$ cat config.mk
export PLATFORM = sky130hd
export DESIGN_NAME = stnh_back
export DESIGN_NICKNAME = d
export VERILOG_FILES = /design/src/stnh_pkg.sv /design/src/stnh_back.sv
export SDC_FILE = /design/constraint.sdc
export NUM_CORES = 1
export LEC_CHECK = 0
export ABC_AREA = 1
export BUFFER_PORTS_ARGS = -buffer_cell sky130_fd_sc_hd__buf_2
export CAP_MARGIN = 20
export CORE_MARGIN = 2
export CORE_UTILIZATION = 45
export DETAILED_ROUTE_END_ITERATION = 8
export PLACE_DENSITY_LB_ADDON = 0.3
export SLEW_MARGIN = 20
export SYNTH_ARGS = -nofsm -noshare
export SYNTH_HDL_FRONTEND = slang
export SYNTH_SLANG_ARGS = --single-unit
$ cat constraint.sdc
create_clock -name clk -period 8.4 [get_ports clk]
set_input_delay 0.84 -clock clk [delete_from_list [all_inputs] [get_ports clk]]
set_output_delay 0.84 -clock clk [all_outputs]
set_load 0.01 [all_outputs]
$ cat src/stnh_pkg.sv
// Shared types and constants of the segment/triangle nearest hit unit.
// No dependencies.
package stnh_pkg;

	localparam int QUEUE_DEPTH = 4;
	localparam int QCNT_W = $clog2(QUEUE_DEPTH + 1);

	// Register indexes of the configuration port.
	localparam logic [2:0] REG_START_X = 3'd0;
	localparam logic [2:0] REG_START_Y = 3'd1;
	localparam logic [2:0] REG_START_Z = 3'd2;
	localparam logic [2:0] REG_END_X = 3'd3;
	localparam logic [2:0] REG_END_Y = 3'd4;
	localparam logic [2:0] REG_END_Z = 3'd5;

	typedef struct packed {
		logic empty;
		logic [QCNT_W-1:0] count;
	} queue_stat_t;

	typedef enum logic [1:0] {
		BK_IDLE,
		BK_DIV,
		BK_FIN
	} back_state_t;

endpackage

$ cat src/stnh_back.sv
// Back part: restoring divider for the hit fraction and the running nearest hit.
// Depends on stnh_pkg; drains stnh_queue and holds the result register.
module stnh_back #(
	parameter int NUM_W = 53,
	parameter int T_FRAC_BITS = 16
) (
	input  logic                  clk,
	input  logic                  arst_n,
	input  stnh_pkg::queue_stat_t q_stat,
	input  logic                  q_hit,
	input  logic                  q_last,
	input  logic [NUM_W-1:0]      q_t,
	input  logic [NUM_W-1:0]      q_d,
	output logic                  q_pop,
	input  logic                  pop,
	output logic                  empty,
	output logic                  tri_hit,
	output logic [T_FRAC_BITS:0]  tri_t,
	output logic [T_FRAC_BITS:0]  nearest_t,
	output logic                  any_hit,
	output logic                  last_result
);
	import stnh_pkg::*;

	localparam int CNT_W = $clog2(T_FRAC_BITS);
	localparam logic [T_FRAC_BITS:0] T_ONE = {1'b1, {T_FRAC_BITS{1'b0}}};

	back_state_t            state_q, state_d;
	logic                   load, step, finish;
	logic                   hit_q, last_q;
	logic [NUM_W-1:0]       den_q, rem_q;
	logic [T_FRAC_BITS:0]   quo_q;
	logic [CNT_W-1:0]       cnt_q;
	logic                   out_valid_q;
	logic [T_FRAC_BITS:0]   best_q;
	logic                   seen_q;
	logic [NUM_W:0]         rem_sh;
	logic                   rem_ge;
	logic                   t_ge;
	logic [T_FRAC_BITS:0]   frac, new_best;
	logic                   new_seen;

	always_ff @(posedge clk or negedge arst_n) begin
		if (!arst_n) begin
			state_q <= BK_IDLE;
		end else begin
			state_q <= state_d;
		end
	end

	always_comb begin
		state_d = state_q;
		load = 1'b0;
		step = 1'b0;
		finish = 1'b0;
		unique case (state_q)
			BK_IDLE: begin
				if (!q_stat.empty) begin
					load = 1'b1;
					state_d = q_hit ? BK_DIV : BK_FIN;
				end
			end
			BK_DIV: begin
				step = 1'b1;
				if (cnt_q == CNT_W'(T_FRAC_BITS - 1)) state_d = BK_FIN;
			end
			BK_FIN: begin
				if (!out_valid_q || pop) begin
					finish = 1'b1;
					state_d = BK_IDLE;
				end
			end
			default: state_d = BK_IDLE;
		endcase
	end

	assign q_pop = load;

	// One quotient bit per cycle.
	assign t_ge = q_t >= q_d;
	assign rem_sh = {rem_q, 1'b0};
	assign rem_ge = rem_sh >= {1'b0, den_q};

	always_ff @(posedge clk) begin
		if (load) begin
			hit_q <= q_hit;
			last_q <= q_last;
			den_q <= q_d;
			rem_q <= t_ge ? q_t - q_d : q_t;
			quo_q <= (T_FRAC_BITS + 1)'(t_ge);
			cnt_q <= '0;
		end else if (step) begin
			rem_q <= rem_ge ? NUM_W'(rem_sh - {1'b0, den_q}) : NUM_W'(rem_sh);
			quo_q <= {quo_q[T_FRAC_BITS-1:0], rem_ge};
			cnt_q <= cnt_q + 1'b1;
		end
	end

	assign frac = hit_q ? quo_q : '0;
	assign new_best = (hit_q && (frac < best_q)) ? frac : best_q;
	assign new_seen = seen_q || hit_q;

	always_ff @(posedge clk or negedge arst_n) begin
		if (!arst_n) begin
			out_valid_q <= 1'b0;
			best_q <= T_ONE;
			seen_q <= 1'b0;
		end else begin
			if (finish) begin
				out_valid_q <= 1'b1;
				best_q <= last_q ? T_ONE : new_best;
				seen_q <= last_q ? 1'b0 : new_seen;
			end else if (pop) begin
				out_valid_q <= 1'b0;
			end
		end
	end

	always_ff @(posedge clk) begin
		if (finish) begin
			tri_hit <= hit_q;
			tri_t <= frac;
			nearest_t <= new_best;
			any_hit <= new_seen;
			last_result <= last_q;
		end
	end

	assign empty = !out_valid_q;

endmodule

==> tab_implementation.tex <==
\begin{tabular}{lr}
\hline
Metric & Value \\
\hline
\multicolumn{2}{l}{\textbf{Finish}} \\
\quad Fraction of layout instances using a drive strength above 1 & 0.07427 \\
\quad Post-route design area & 0.02068 mm2 \\
\quad Highest-count cells in the layout ignoring fill and taps & 1224 x nand2\_1, 712 x inv\_1, 218 x nand3\_1, 213 x nor2\_1, 150 x buf\_2 \\
\quad Number of nets in the finished design & 3499 \\
\quad Commonest non-fill, non-tap cell in the layout & nand2\_1 \\
\quad Post-synthesis to final-layout area growth & 9.716\% \\
\quad Filler Cells Inserted & 4341 \\
\multicolumn{2}{l}{\textbf{Critical path}} \\
\quad Setup crit start kind & flip-flop \\
\quad Worst Path Class, Setup & flip-flop to flip-flop \\
\quad Cell Chain, Critical Path & inv\_1 > ha\_1 > nand2\_1 > inv\_1 > nand2\_1 > nand3\_1 > nand4\_1 > nand3\_1 > nand2\_2 > nand3\_4 > nand2\_4 > nand2\_1 > nand2\_1 > nand2\_1 \\
\quad Worst Path Required & 8.62 ns \\
\quad Worst reg2reg startpoint & den\_q[5] \\
\quad Register-to-register path setup slack & 4.04 ns \\
\quad First element of the critical path & den\_q[5] \\
\quad CP max stage cell & nand3\_4 \\
\quad Crit path largest cell delay & 0.78 ns \\
\quad Crit Reg-Reg Endpoint & rem\_q[46] \\
\quad FF-to-FF path depth & 14 \\
\quad Maximum net fanout on the critical path & 53 \\
\quad Arr. time, crit path & 4.58 ns \\
\quad Top cell by count, worst path & nand2\_1 \\
\quad Buffering stage count on the worst path with inverters included & 2 \\
\quad Cell type group with the largest total delay on the critical path & simple AND/OR/NAND/NOR gates \\
\quad Endpoint class of the critical path & flip-flop \\
\multicolumn{2}{l}{\textbf{Die}} \\
\quad Number of standard-cell rows in the floorplan & 74 \\
\quad Die height & 208.7 um \\
\quad Die extent in x & 208.7 um \\
\quad Starting Density & 0.4586 \\
\quad Die area & 0.04355 mm2 \\
\quad Core footprint & 0.04111 mm2 \\
\quad Boundary pin count & 154 \\
\multicolumn{2}{l}{\textbf{Synthesis}} \\
\quad Number of warnings reported in the yosys synthesis log & 0 \\
\quad Post-synthesis sequential area ratio & 0.2817 \\
\quad EDFF count, synth & 146 \\
\quad Synthesized instance count & 3136 \\
\quad Post-synthesis sequential element count & 187 \\
\quad Combined area of all synthesized cells & 0.01885 mm2 \\
\quad Largest area contributor in the netlist & nand2\_1 \\
\quad Cell types occupying the most area after synthesis & nand2\_1 24\%, edfxtp\_1 23\%, inv\_1 14\% \\
\quad Count of different cell masters after synthesis & 46 \\
\quad Avg Cell Area, Syn & 6.012 um2 \\
\quad Synthesized netlist net count & 3376 \\
\quad Share of synthesized registers carrying an async set or reset & 0.1123 \\
\quad Top-area cell type share of the netlist area & 0.2439 \\
\quad Synth Flop Type & edfxtp\_1 \\
\multicolumn{2}{l}{\textbf{Min path}} \\
\quad Worst min-delay path class & input port to asynchronous set/reset pin \\
\multicolumn{2}{l}{\textbf{Placement}} \\
\quad Placer congestion estimate & 0.9713 \\
\quad Half-perimeter wire length of the detailed placement result & 50660 um \\
\quad IO Port Bufs & 150 \\
\quad Instance area at placement & 0.02005 mm2 \\
\multicolumn{2}{l}{\textbf{Global route}} \\
\quad Largest net degree at the start of global routing & 60 \\
\quad Vias in the first global route & 17744 \\
\quad Remaining global-route overflow & 0 \\
\quad Wire length of the first global-routing pass & 96520 um \\
\quad Antenna violations before repair & 5 \\
\quad GRT Resource Usage Total & 0.2857 \\
\multicolumn{2}{l}{\textbf{Clock tree}} \\
\quad Clock net sink count & 187 \\
\quad Clk Tree Root Cell & clkbuf\_16 \\
\quad Cells resized by post-CTS repair & 0 \\
\quad Clock tree from TritonCTS & built \\
\quad Clk\_lat worst skew & 0.46 ns \\
\quad Hold-fix buffers, CTS & 0 \\
\quad Number of buffers inserted to repair setup after CTS & 0 \\
\quad Number of levels the H-tree was split into & 4 \\
\quad Maximum count of clock buffers along a single path & 2 \\
\quad Clock edge transition at the registers on the reported setup and hold paths & 0.08 ns \\
\quad CTS Buf Count & 17 \\
\multicolumn{2}{l}{\textbf{STA}} \\
\quad Final setup violation count & 0 \\
\quad Clock tree skew after final layout & 0.01204 ns \\
\quad Worst Max-Slew Pin Slew & 0.9687 ns \\
\quad Final-report hold violation count & 0 \\
\quad Number of pins with negative max-slew slack in the final report & 0 \\
\quad Final Cycle Share & 0.5191 \\
\quad Fmax achieved & 0.2293 GHz \\
\quad Unrepaired setup endpoints after global routing & false \\
\quad Worst slew margin & 0.3527 \\
\quad Setup TNS after final layout & 0 ns \\
\quad Minimum period implied by the final worst setup slack & 4.361 ns \\
\multicolumn{2}{l}{\textbf{Power}} \\
\quad Worst voltage drop across the vdd grid & 0.1912 mV \\
\quad Cell Pwr Density & 315.9 mW/mm2 \\
\quad Pleak & 0.01183 uW \\
\multicolumn{2}{l}{\textbf{Detailed routing}} \\
\quad Via Count & 19371 \\
\quad Final routed DRC violation total & 0 \\
\quad Detail-routed via count per cell & 5.086 \\
\quad Number of detailed-route iterations in the first pass & 6 \\
\quad Average wire per standard cell & 16.37 um \\
\quad Post-route ant nets & 0 \\
\quad Total length of routed wires & 62340 um \\
\quad Initial DRC count & 2065 \\
\multicolumn{2}{l}{\textbf{Run status}} \\
\quad Outcome & finished clean \\
\multicolumn{2}{l}{\textbf{Flow run}} \\
\quad Max-cap violations & 0 \\
\hline
\end{tabular}
[flip-flops by register name, indices dropped and copies added (netlist names)]
signal and count:
any_hit 1, best_q 17, cnt_q 4, den_q 53
hit_q 1, last_q 1, last_result 1, nearest_t 17
out_valid_q 1, quo_q 17, rem_q 53, seen_q 1
state_q 2, tri_hit 1, tri_t 17
[cells in the mapped netlist (4+ instances only)]
library cell  instances
nor2_1              214
nor3_1               19
nand3b_1             17
o21ai_0              43
inv_1               713
nand2_2               4
nand2_1            1225
inv_2                17
xnor2_1              46
nand4_1             104
ha_1                123
o21bai_1             13
nor2_2               12
nand3_1             218
buf_2                 4
buf_6                 4
a21oi_1              86
clkbuf_1             31
and2_1                4
dfxtp_1              20
edfxtp_1            146
buf_4                17
dfrtp_1              20
[report_power, final]
part,total [uW],switching (uW),internal (uW)
Combinational,4110,2820,1290
Clock,818,417,401
Sequential,1610,143,1460
[how the worst max path moves through the flow]
stage / end / slack (ns) / cells past startpoint
floorplan: q_pop / 4.53 / 2
global placement: rem_q[45] / 3.44 / 13
detailed placement: rem_q[45] / 3.44 / 13
CTS: rem_q[45] / 3.89 / 13
global route: rem_q[46] / 3.78 / 14
finish: rem_q[46] / 4.04 / 14
[layout make-up]
type | count | area [um2] | share of cell area
Inverter | 731 | 2744 | 0.1327
Antenna cell | 5 | 12.51 | 0.0006049
Clock buffer | 17 | 425.4 | 0.02057
Timing Repair Buffer | 163 | 868.3 | 0.04198
Sequential cell | 187 | 5311 | 0.2568
Tap cell | 532 | 665.6 | 0.03218
Multi-Input combinational cell | 2159 | 10490 | 0.5070
Clock inverter | 15 | 170.2 | 0.008226
[cells by family after synthesis]
| family | share of synthesized area |
|---|---|
| adders and majority gates | 0.08375 |
| buffers and inverters | 0.1625 |
| and+or+nand+nor | 0.4060 |
| xor gates and xnor gates | 0.02276 |
| AOI/OAI and AO/OA | 0.04327 |
| DFF | 0.2817 |
[worst register-to-register path: cells and delay by family, from the launching register on]
kind	cells	cell delay, ns
flops	1	0.35
simple gates	11	3.28
fa+ha+maj	1	0.39
buf+inv	2	0.11
[per-stage QoR]
step	utilization	cells	setup slack, ns	total power [uW]	hold slack (ns)
CTS	0.5022	3803	3.894	6467	0.3483
floorplan	-	3136	4.525	4506	0.4206
global placement	0.4877	3771	3.435	5605	0.4339
finish	0.5032	3809	4.039	6535	0.3434
detailed placement	0.4877	3771	3.436	5633	0.4627
global route	0.5032	3809	3.775	7113	0.3801
[routing by layer]
layer  global-route usage  part of all wire  up-vias
met5                    0                 0        -
met1               0.4099              0.45     8665
met2               0.4417              0.43      745
li1                     -                 -     9862
met3              0.03757             0.081       99
met4              0.09803             0.031        0
No activity file was read; power rests on OpenSTA's default activity.
