$ cat config.mk
export PLATFORM = sky130hd
export DESIGN_NAME = stnh_queue
export DESIGN_NICKNAME = d
export VERILOG_FILES = /design/src/stnh_pkg.sv /design/src/stnh_queue.sv
export SDC_FILE = /design/constraint.sdc
export NUM_CORES = 1
export LEC_CHECK = 0
export ABC_AREA = 0
export BUFFER_PORTS_ARGS = -buffer_cell sky130_fd_sc_hd__buf_2
export CAP_MARGIN = 30
export CORE_MARGIN = 8
export CORE_UTILIZATION = 58
export CTS_CLUSTER_DIAMETER = 100
export DETAILED_ROUTE_END_ITERATION = 10
export PLACE_DENSITY = 0.91
export RECOVER_POWER = 100
export SLEW_MARGIN = 0
export SYNTH_ARGS = -nofsm -noshare
export SYNTH_HDL_FRONTEND = slang
export SYNTH_SLANG_ARGS = --single-unit
export TNS_END_PERCENT = 20
$ cat constraint.sdc
create_clock -name clk -period 4.1 [get_ports clk]
set_clock_uncertainty 0.15 [all_clocks]
set_input_delay 0.205 -clock clk [delete_from_list [all_inputs] [get_ports clk]]
set_output_delay 0.205 -clock clk [all_outputs]
set_load 0.005 [all_outputs]
$ cat src/stnh_pkg.sv
// Shared types and constants of the segment/triangle nearest hit unit.
// No dependencies.
package stnh_pkg;

	localparam int QUEUE_DEPTH = 4;
	localparam int QCNT_W = $clog2(QUEUE_DEPTH + 1);

	// Register indexes of the configuration port.
	localparam logic [2:0] REG_START_X = 3'd0;
	localparam logic [2:0] REG_START_Y = 3'd1;
	localparam logic [2:0] REG_START_Z = 3'd2;
	localparam logic [2:0] REG_END_X = 3'd3;
	localparam logic [2:0] REG_END_Y = 3'd4;
	localparam logic [2:0] REG_END_Z = 3'd5;

	typedef struct packed {
		logic empty;
		logic [QCNT_W-1:0] count;
	} queue_stat_t;

	typedef enum logic [1:0] {
		BK_IDLE,
		BK_DIV,
		BK_FIN
	} back_state_t;

endpackage

$ cat src/stnh_queue.sv
// Short register queue between the front and back parts.
// Depends on stnh_pkg for its depth and status type.
module stnh_queue #(
	parameter int WIDTH = 8
) (
	input  logic                  clk,
	input  logic                  arst_n,
	input  logic                  wr_en,
	input  logic [WIDTH-1:0]      wr_data,
	input  logic                  rd_en,
	output logic [WIDTH-1:0]      rd_data,
	output stnh_pkg::queue_stat_t q_stat
);
	import stnh_pkg::*;

	localparam int PTR_W = $clog2(QUEUE_DEPTH);

	logic [WIDTH-1:0]  slot_q [QUEUE_DEPTH];
	logic [PTR_W-1:0]  wr_ptr_q, rd_ptr_q;
	logic [QCNT_W-1:0] cnt_q;

	always_ff @(posedge clk or negedge arst_n) begin
		if (!arst_n) begin
			wr_ptr_q <= '0;
			rd_ptr_q <= '0;
			cnt_q <= '0;
		end else begin
			if (wr_en) wr_ptr_q <= wr_ptr_q + 1'b1;
			if (rd_en) rd_ptr_q <= rd_ptr_q + 1'b1;
			cnt_q <= cnt_q + QCNT_W'(wr_en) - QCNT_W'(rd_en);
		end
	end

	always_ff @(posedge clk) begin
		if (wr_en) slot_q[wr_ptr_q] <= wr_data;
	end

	assign rd_data = slot_q[rd_ptr_q];
	assign q_stat.empty = (cnt_q == '0);
	assign q_stat.count = cnt_q;

endmodule

==> run metrics, run 1 <==
layout cells sized above 1 0.165; WL final 2700 um; TritonCTS clock tree done; Pre-antenna DRT Iters 4; minimum clock period 2.16 ns; worst-path fanout max 10; Max rail drop VDD 483 uV; slowest CP cell dfrtp_1; post-synth top area cell edfxtp_1; Hold Path Class in2async; GPL Wtd Cong 0.683; core area 2500 um^2; Post-synth EDFFs 32; synth cell count leaders 32 x edfxtp_1, 8 x mux4_2, 7 x dfrtp_1; Primary FF master, synth edfxtp_1; antenna violations before repair 0; final setup fails 0; clock-pin slew on the worst setup and hold paths 0.11 ns; drt drc 0; Crit path depth 2; Setup crit end kind output port; delay-heaviest family, CP flip-flops; R2R setup slack 2.22 ns; YS warnings 0; Port Buf Inserts 23; global-route usage over all layers 0.137; worst setup path category reg2out; drt via density 5.41; RSZ-0062 raised after global routing false; global-route wire length before repair 4370 um; Syn Area/Cell 20.5 um^2; # nets final 133; CP Cell Sequence mux4_2 > buf_2; Rows 18; Max Freq 0.462 GHz; Worst Path Arrival 1.81 ns; max-slew violations 0; worst stage delay on the critical path 0.74 ns; worst path required time 3.74 ns; synth top area cells edfxtp_1 63%, mux4_2 12%, dfrtp_1 11%, ha_1 4.9%, xnor2_1 1.7%; DRT iter0 DRCs 31; status completed; Leak 0.669 nW; Syn-to-layout area delta 20.0%; Num CTS Buffers 5; Synth top area share 0.625; most common cell in the netlist edfxtp_1; Final Hold Viols 0; Pwr per Cell Area 652 nW/um^2; Mapped Nets 94; Synth cell types 14; Crit path buffers/inverters 1; mapped cell area 1540 um^2; initial core utilization 0.615; Synth async-reset ratio 0.179; via count 785; global route overflow 0; final cycle utilization of the critical path 0.528; MaxCap Viol Count 0; Die Y 67.5 um; clk sink count 39; root buf cell clkbuf_4; Filler cells 160; flops & latches, synth 39; Post-Synthesis Cells 75; Critical R2R Capture cnt_q[2]; Post-Route Setup TNS 0 ns; Core Util, Final 0.738; vias in the first global route 830; post-CTS setup buffers 0; I/O pin count 24; H-tree levels 2; largest net degree at the start of global routing 13; Clk Latency, worst-skew pair 0.33 ns; cells on worst reg2reg path 7; Startpoint Class flip-flop; CTS Buffer Depth 2; Critical R2R Launch cnt_q[0]; routed len/inst 18.6 um; worst slew pin tran 0.608 ns; Slew Limit Headroom 0.594; antenna violation net count after detailed routing 0; Die Width 67.5 um; sequential-to-total area share from yosys stat 0.739; die outline area 4550 um^2; ant diodes 0
==> area by class of cell <==
type                       instances  area, um^2  share of cell area
clock inverter                     2        35.0              0.0190
clock buffer                       6        51.3              0.0278
tap                               30        37.5              0.0204
inverter                           6        22.5              0.0122
sequential                        39        1140               0.616
timing repair buffer              34         200               0.109
multi-input combinational         28         362               0.196
==> repair_timing <==
item,CTS,global route
hold buffers,11,0
endpoints found under the setup margin,0,0
endpoints found under the hold margin,41,0
resized for setup,0,0
==> logic make-up (layout without fill, tap and decap cells) <==
group,after synthesis,in the layout,synth area share
mux,8,8,0.117
flops,39,39,0.739
xor+xnor,5,5,0.0285
buf+inv,8,48,0.0252
simple gates,7,7,0.0244
compound gates,1,1,0.00325
fa+ha+maj,7,7,0.0619
==> flip-flops by register name (all words and copies together) (netlist names) <==
signal and flops:
wr_ptr_q 2, slot_q 32, cnt_q 3, rd_ptr_q 2
==> stage by stage <==
stage,instances,hold WS (ns),worst slack (ns),instance area [um^2],total power (W)
2_1_floorplan,75,-0.241,2.33,1540,0.000832
3_3_place_gp,126,-0.107,2.33,1670,0.000932
3_5_place_dp,126,-0.104,2.24,1670,0.000967
4_1_cts,145,0.0606,1.91,1870,0.00123
5_1_grt,145,0.190,1.82,1840,0.00128
6_report,145,0.156,1.94,1840,0.00120
==> layer usage <==
layer / track usage / up-vias / part of all wire
met3: 0.0464 / 6 / 0.062
met5: 0 / - / 0
li1: - / 359 / -
met4: 0.0548 / 0 / 0.016
met1: 0.168 / 399 / 0.42
met2: 0.219 / 21 / 0.50
==> placed cells by master, fill, tap and decap left out <==
cell type      instances
clkinv_2               1
and2_0                 4
dlygate4sd3_1         11
nor3_1                 1
ha_1                   6
mux4_2                 8
xnor2_1                3
edfxtp_1              32
buf_2                  3
clkbuf_1              20
clkbuf_8               1
xor2_1                 2
clkbuf_4               5
bufinv_16              1
nand2_1                2
fa_1                   1
dfrtp_1                7
o21ai_0                1
inv_1                  6
==> how the worst max path moves through the flow <==
stage                           start    endpoint  slack, ns
after floorplan              cnt_q[0]    cnt_q[2]       2.33
after global placement       cnt_q[0]    cnt_q[2]       2.33
after detailed placement     cnt_q[0]    cnt_q[2]       2.24
after CTS                 rd_ptr_q[0]  rd_data[7]       1.91
after global routing      rd_ptr_q[0]  rd_data[7]       1.82
final                     rd_ptr_q[0]  rd_data[7]       1.94
==> worst reg2reg max path, stage by stage (launching register included) <==
cell and delay [ns]:
dfrtp_1 0.40, inv_1 0.05, ha_1 0.26, inv_1 0.04
ha_1 0.19, fa_1 0.38, xnor2_1 0.20, xnor2_1 0.14
==> power by group <==
part	total, W	internal, W	switching, W
sequential	0.000619	0.000532	0.0000864
clock	0.000263	0.000144	0.000119
combinational	0.000322	0.000176	0.000145
total	0.00120	0.000852	0.000351
No activity file was read; power rests on OpenSTA's default activity.
==> inputs of run 2 (changes only) <==
--- a/config.mk
+++ b/config.mk
@@ -5,14 +5,14 @@
 export SDC_FILE = /design/constraint.sdc
 export NUM_CORES = 1
 export LEC_CHECK = 0
-export ABC_AREA = 0
+export ABC_AREA = 1
 export BUFFER_PORTS_ARGS = -buffer_cell sky130_fd_sc_hd__buf_2
 export CAP_MARGIN = 30
 export CORE_MARGIN = 8
-export CORE_UTILIZATION = 58
+export CORE_UTILIZATION = 51
 export CTS_CLUSTER_DIAMETER = 100
 export DETAILED_ROUTE_END_ITERATION = 10
-export PLACE_DENSITY = 0.91
+export PLACE_DENSITY = 0.85
 export RECOVER_POWER = 100
 export SLEW_MARGIN = 0
 export SYNTH_ARGS = -nofsm -noshare
==> constraint.sdc (replaced) <==
create_clock -name clk -period 1.9 [get_ports clk]
set_clock_uncertainty 0.15 [all_clocks]
set_input_delay 0.095 -clock clk [delete_from_list [all_inputs] [get_ports clk]]
set_output_delay 0.095 -clock clk [all_outputs]
set_load 0.005 [all_outputs]
==> run 2 against run 1 <==
Utilization decreased by 12 points. Synthesized cell count grew 130%. Critical path type unchanged. Synthesized area is 17% higher. Total power increased by 120%. Sequential cell count stayed put. Routed wire length up 14%.
==> run metrics, run 2 <==
worst stage delay on the critical path 0.52 ns (-0.22 ns); final cycle utilization of the critical path 0.925; # nets final 227 (+71%); Final Hold Viols 0 (unchanged); Post-synth EDFFs 32 (unchanged); Synth cell types 18 (+4); Mapped Nets 189 (+100%); Top Registers slot_q (32), cnt_q (3); Critical R2R Launch cnt_q[0]; Die Y 75.4 um (+12%); Die Width 75.4 um (+12%); WL final 3090 um (+14%); RSZ-0062 raised after global routing false; status completed; Clk Latency, worst-skew pair 0.33 ns (about the same); largest net degree at the start of global routing 17 (+4); Startpoint Class flip-flop; commonest non-fill, non-tap cell in the layout inv_1; Syn Area/Cell 10.6 um^2 (-48%); TritonCTS clock tree done; antenna violation net count after detailed routing 0 (unchanged); synth top area cells edfxtp_1 53%, dfrtp_1 9.7%, inv_1 9.0%, nand2_1 9.0%, nand3_1 4.7%; initial core utilization 0.534 (-0.0804); Post-Synthesis Cells 170 (+130%); Pre-antenna DRT Iters 4 (unchanged); hpwl dp 2130 um; antenna violations before repair 0 (unchanged); root buf cell clkbuf_4; max-slew violations 0 (unchanged); Primary FF master, synth edfxtp_1; die outline area 5680 um^2 (+25%); GPL Wtd Cong 0.713 (+4.4%); post-synth top area cell edfxtp_1; R2R setup slack 0.17 ns (-2.05 ns); Largest Register slot_q; Tot Pwr 0.00268 W (+120%); Leak 0.987 nW (+48%); hold_sp rd_en; hold path depth 3; worst path required time 1.65 ns (-2.09 ns); drt drc 0 (unchanged); YS warnings 0 (unchanged); routed len/inst 12.1 um (-35%); sequential-to-total area share from yosys stat 0.632 (-0.107); Largest register FFs 32 (unchanged); worst-path fanout max 9 (-1); final setup fails 0 (unchanged); ant diodes 0 (unchanged); Post-Route Setup TNS 0 ns (unchanged); Syn-to-layout area delta 15.7%; cells on worst reg2reg path 7 (unchanged); clock-pin slew on the worst setup and hold paths 0.11 ns (about the same); Slew Limit Headroom 0.751 (+0.157); Rows 21 (+3); Max Freq 0.569 GHz; core area 3360 um^2 (+35%); synth cell count leaders 43 x inv_1, 43 x nand2_1, 32 x edfxtp_1; drt via density 4.44 (-18%); flops & latches, synth 39 (unchanged); layout cells sized above 1 0.115 (-0.0504); Min-Delay Endpoint rd_ptr_q[0]; CTS Buffer Depth 2 (unchanged); post-CTS setup buffers 0 (unchanged); DRT iter0 DRCs 30 (-3.2%); Synth top area share 0.535 (-0.0906); H-tree levels 2 (unchanged); minimum clock period 1.76 ns; Num CTS Buffers 5 (unchanged); area post-placement 1920 um^2 (+15%); Core Util, Final 0.618 (-0.120); Hold Path Class in2reg; worst slew pin tran 0.373 ns (-0.235 ns); Pwr per Cell Area 1290 nW/um^2 (+98%); global route overflow 0 (unchanged); Worst Path Arrival 1.51 ns (-0.30 ns); Critical R2R Capture cnt_q[2]; Setup crit end kind output port; global-route wire length before repair 5180 um (+18%); Synth async-reset ratio 0.179 (unchanged); via count 1,132 (+44%); Max rail drop VDD 664 uV (+38%); most frequent cells in the layout 44 x inv_1, 43 x nand2_1, 32 x edfxtp_1; finished layout cell area 2080 um^2 (+13%); CP Cell Sequence inv_1 > nand3_1 > nand2_1 > clkbuf_1; MaxCap Viol Count 0 (unchanged); global-route usage over all layers 0.128 (-0.00894); slowest CP cell dfrtp_1; I/O pin count 24 (unchanged); clk sink count 39 (unchanged); Port Buf Inserts 23 (unchanged); vias in the first global route 1,128 (+36%); mapped cell area 1800 um^2 (+17%); worst setup path category reg2out
run 2: changes by cell type in the layout (fill, tap and decap cells not counted), sizes merged, moves of 3 or more:
| cell | previous run | this run |
|---|---|---|
| buf | 3 | 8 |
| and2 | 4 | 0 |
| nand3 | 0 | 17 |
| mux4 | 8 | 0 |
| nand2 | 2 | 51 |
| xnor2 | 3 | 0 |
| inv | 6 | 45 |
| clkbuf | 26 | 22 |
run 2: how the worst max path moves through the flow:
| stage | cells after the start | end | from | slack (ns) |
|---|---|---|---|---|
| 6_report | 4 | rd_data[5] | rd_ptr_q[1] | 0.14 |
| 5_1_grt | 4 | rd_data[6] | rd_ptr_q[1] | 0.04 |
| 4_1_cts | 5 | rd_data[2] | rd_ptr_q[0] | 0.06 |
| 3_5_place_dp | 7 | cnt_q[2] | cnt_q[0] | 0.16 |
| 3_3_place_gp | 7 | cnt_q[2] | cnt_q[0] | 0.26 |
| 2_1_floorplan | 7 | cnt_q[2] | cnt_q[0] | 0.26 |
run 2: through the flow:
step | hold WS [ns] | cells | worst slack (ns)
final | 0.338 | 255 | 0.143
after global routing | 0.362 | 255 | 0.0369
after global placement | -0.215 | 235 | 0.259
after floorplan | -0.351 | 170 | 0.255
after detailed placement | -0.213 | 235 | 0.158
after CTS | 0.329 | 255 | 0.0587
run 2: layout make-up:
type | instances | area [um^2]
Tap cell | 46 | 57.6
Clock buffer | 6 | 41.3
Clock inverter | 2 | 12.5
Sequential cell | 39 | 1140
Timing Repair Buffer | 36 | 221
Fill cell | 295 | 1280
Inverter | 45 | 174
Multi-Input combinational cell | 81 | 434
run 2: cells by family after synthesis:
logic type	after synthesis	share of synthesized area
fa+ha+maj	7	0.0529
buf+inv	50	0.126
xor+xnor	3	0.0146
flops	39	0.632
simple gates	70	0.171
compound gates	1	0.00278
run 2: layer usage:
layer	vias up	share of wire	global-route usage
met1	503	0.39	0.133
met3	12	0.043	0.0263
li1	592	-	-
met5	-	0	0
met2	25	0.52	0.217
met4	0	0.043	0.111
run 2: what timing repair did:
action	CTS	global route
resized for setup	0	1
hold endpoints to repair	44	0
hold buffers	12	0
endpoints found under the setup margin	0	7
run 2: worst max-delay path, delay by kind of cell (launching register included):
kind	cells	cell delay [ns]
DFF	1	0.52
buffers and inverters	2	0.44
and+or+nand+nor	2	0.21
run 2: report_power, final:
part / total (W) / switching (W) / leakage, nW / internal, W
clock: 0.000392 / 0.000249 / 0.0282 / 0.000143
combinational: 0.000975 / 0.000598 / 0.584 / 0.000377
sequential: 0.00131 / 0.000165 / 0.375 / 0.00115
total: 0.00268 / 0.00101 / 0.987 / 0.00167
==> inputs of run 3 (changes only) <==
--- a/config.mk
+++ b/config.mk
@@ -12,7 +12,7 @@
 export CORE_UTILIZATION = 51
 export CTS_CLUSTER_DIAMETER = 100
 export DETAILED_ROUTE_END_ITERATION = 10
-export PLACE_DENSITY = 0.85
+export PLACE_DENSITY = 0.83
 export RECOVER_POWER = 100
 export SLEW_MARGIN = 0
 export SYNTH_ARGS = -nofsm -noshare
==> constraint.sdc (replaced) <==
create_clock -name clk -period 1.6 [get_ports clk]
set_clock_uncertainty 0.15 [all_clocks]
set_input_delay 0.08 -clock clk [delete_from_list [all_inputs] [get_ports clk]]
set_output_delay 0.08 -clock clk [all_outputs]
set_load 0.005 [all_outputs]
==> run 3 against run 2 <==
The run now ends with negative setup slack left. Sequential power up 17%. Non-clock buffer count up 9. Final cell count up 3.5%. Total power up 32%. First-iteration DRC count up 120%. Clock power up 66%. Hold slack worse by 0.23 ns. Utilization up 3.0 points. Sequential cell count unchanged. Design area up 4.9%. Largest cell class unchanged. Largest power group unchanged.
==> run metrics, run 3 (synthesis results as in run 2) <==
status finished with violations; failing checks negative setup slack; drt drc 0 (unchanged); worst path required time 1.73 ns (+0.08 ns); Top Registers slot_q (32), cnt_q (3); routed len/inst 12.6 um (+4.1%); GPL Wtd Cong 0.730 (+2.5%); sequential cell area 1140 um^2 (unchanged); Max rail drop VDD 895 uV (+35%); most frequent cells in the layout 43 x inv_1, 43 x nand2_1, 32 x edfxtp_1; global route overflow 0 (unchanged); worst stage delay on the critical path 0.36 ns (-0.16 ns); cells on worst reg2reg path 7 (unchanged); H-tree levels 2 (unchanged); worst hold margin 0.108 ns (-0.230 ns); die outline area 5680 um^2 (unchanged); MaxCap Viol Count 0 (unchanged); Pre-antenna DRT Iters 4 (unchanged); Rows 21 (unchanged); slowest CP cell dfrtp_1; worst-path fanout max 2 (-7); DRT iter0 DRCs 65 (+120%); final cycle utilization of the critical path 1.01; Pwr per Cell Area 1630 nW/um^2 (+26%); final setup fails 1 (+1); multi-input logic area 439 um^2 (+1.2%); Clk Latency, worst-skew pair 0.34 ns (about the same); Critical R2R Launch cnt_q[0]; CTS Buffer Depth 2 (unchanged); Die Y 75.4 um (unchanged); Setup crit end kind flip-flop; area post-placement 2000 um^2 (+3.9%); CP Cell Sequence inv_1 > ha_1 > inv_1 > ha_2 > fa_2 > nand3b_1 > nand2_1; Final WS setup -0.0203 ns (-0.163 ns); Largest Register slot_q; worst slew pin tran 0.384 ns (+0.0109 ns); Max Freq 0.617 GHz; Post-Route Setup TNS -0.0203 ns (-0.0203 ns); Slew Limit Headroom 0.744 (-0.00729); layout cells sized above 1 0.183 (+0.0687); most frequent CP cell inv_1; via count 1,184 (+4.6%); R2R setup slack -0.02 ns (-0.19 ns); Filler cells 284 (-3.7%); minimum clock period 1.62 ns; max-slew violations 0 (unchanged); finished layout cell area 2180 um^2 (+4.9%); # nets final 236 (+4.0%); global-route wire length before repair 5480 um (+5.9%); I/O pin count 24 (unchanged); Worst Path Arrival 1.75 ns (+0.24 ns); CP startpoint cnt_q[0]; root buf cell clkbuf_4; ant diodes 0 (unchanged); Hold Path Class in2reg; Startpoint Class flip-flop; Largest register FFs 32 (unchanged); Leak 1.05 nW (+6.7%); Final Hold Viols 0 (unchanged); antenna violation net count after detailed routing 0 (unchanged); antenna violations before repair 0 (unchanged); core area 3360 um^2 (unchanged); Num CTS Buffers 5 (unchanged); vias in the first global route 1,175 (+4.2%); Port Buf Inserts 23 (unchanged); clk sink count 39 (unchanged); Critical R2R Capture cnt_q[2]; initial core utilization 0.534 (unchanged); CP endpoint cnt_q[2]; Die Width 75.4 um (unchanged); worst setup path category reg2reg; global-route usage over all layers 0.133 (+0.00452); RSZ-0062 raised after global routing true; TritonCTS clock tree done; largest net degree at the start of global routing 17 (unchanged); Syn-to-layout area delta 21.3%; WL final 3330 um (+7.8%); clock-pin slew on the worst setup and hold paths 0.12 ns (about the same); hpwl dp 2190 um (+2.8%); dpl ws -0.0196 ns (-0.177 ns); drt via density 4.48 (+1.0%)
==> run 3: layer usage <==
layer  vias up  global-route usage  wire [um]
li1        612                   -          -
met1       544               0.146       1370
met2        19               0.234       1750
met3         9              0.0276        110
met4         0              0.0725         94
met5         -                   0          0
==> run 3: where the power goes <==
part           switching (W)  leakage (nW)  internal (W)
Clock               0.000320        0.0452      0.000329
Combinational       0.000790         0.633      0.000575
Sequential          0.000165         0.375       0.00136
==> run 3: worst min-delay path by stage <==
stage,startpoint,endpoint,slack [ns],cells after the start
after global routing,rd_en,cnt_q[0],0.13,4
final,rd_en,cnt_q[0],0.11,4
after global placement,arst_n,wr_ptr_q[0],-0.23,1
after CTS,rd_en,cnt_q[0],0.1,4
after detailed placement,arst_n,wr_ptr_q[0],-0.22,1
after floorplan,arst_n,cnt_q[0],-0.37,0
==> run 3: critical path, delay by kind of cell, from the launching register on <==
family	cells	cell delay, ns
flip-flops	1	0.36
AND/OR/NAND/NOR	2	0.22
adder cells (fa/ha/maj)	3	0.75
buffers and inverters	2	0.09
==> run 3: through the flow <==
stage	total power, W	util	instances
6_report	0.00354	0.648	264
4_1_cts	0.00358	0.656	263
3_5_place_dp	0.00291	0.594	243
2_1_floorplan	0.00242	-	170
5_1_grt	0.00383	0.648	264
3_3_place_gp	0.00285	0.594	243
==> run 3: timing repair <==
action	in CTS	in global routing
gates resized for setup	2	3
hold buffers	12	0
hold endpoints to repair	44	0
pin swaps	0	0
endpoints found under the setup margin	9	9
buffers inserted	0	1
==> run 3: cell type report <==
type / instances / area share
clock buffer: 5 / 0.0172
tap: 46 / 0.0264
clock inverter: 3 / 0.0201
sequential: 39 / 0.522
inverter: 45 / 0.0809
timing repair buffer: 45 / 0.132
multi-input combinational: 81 / 0.201
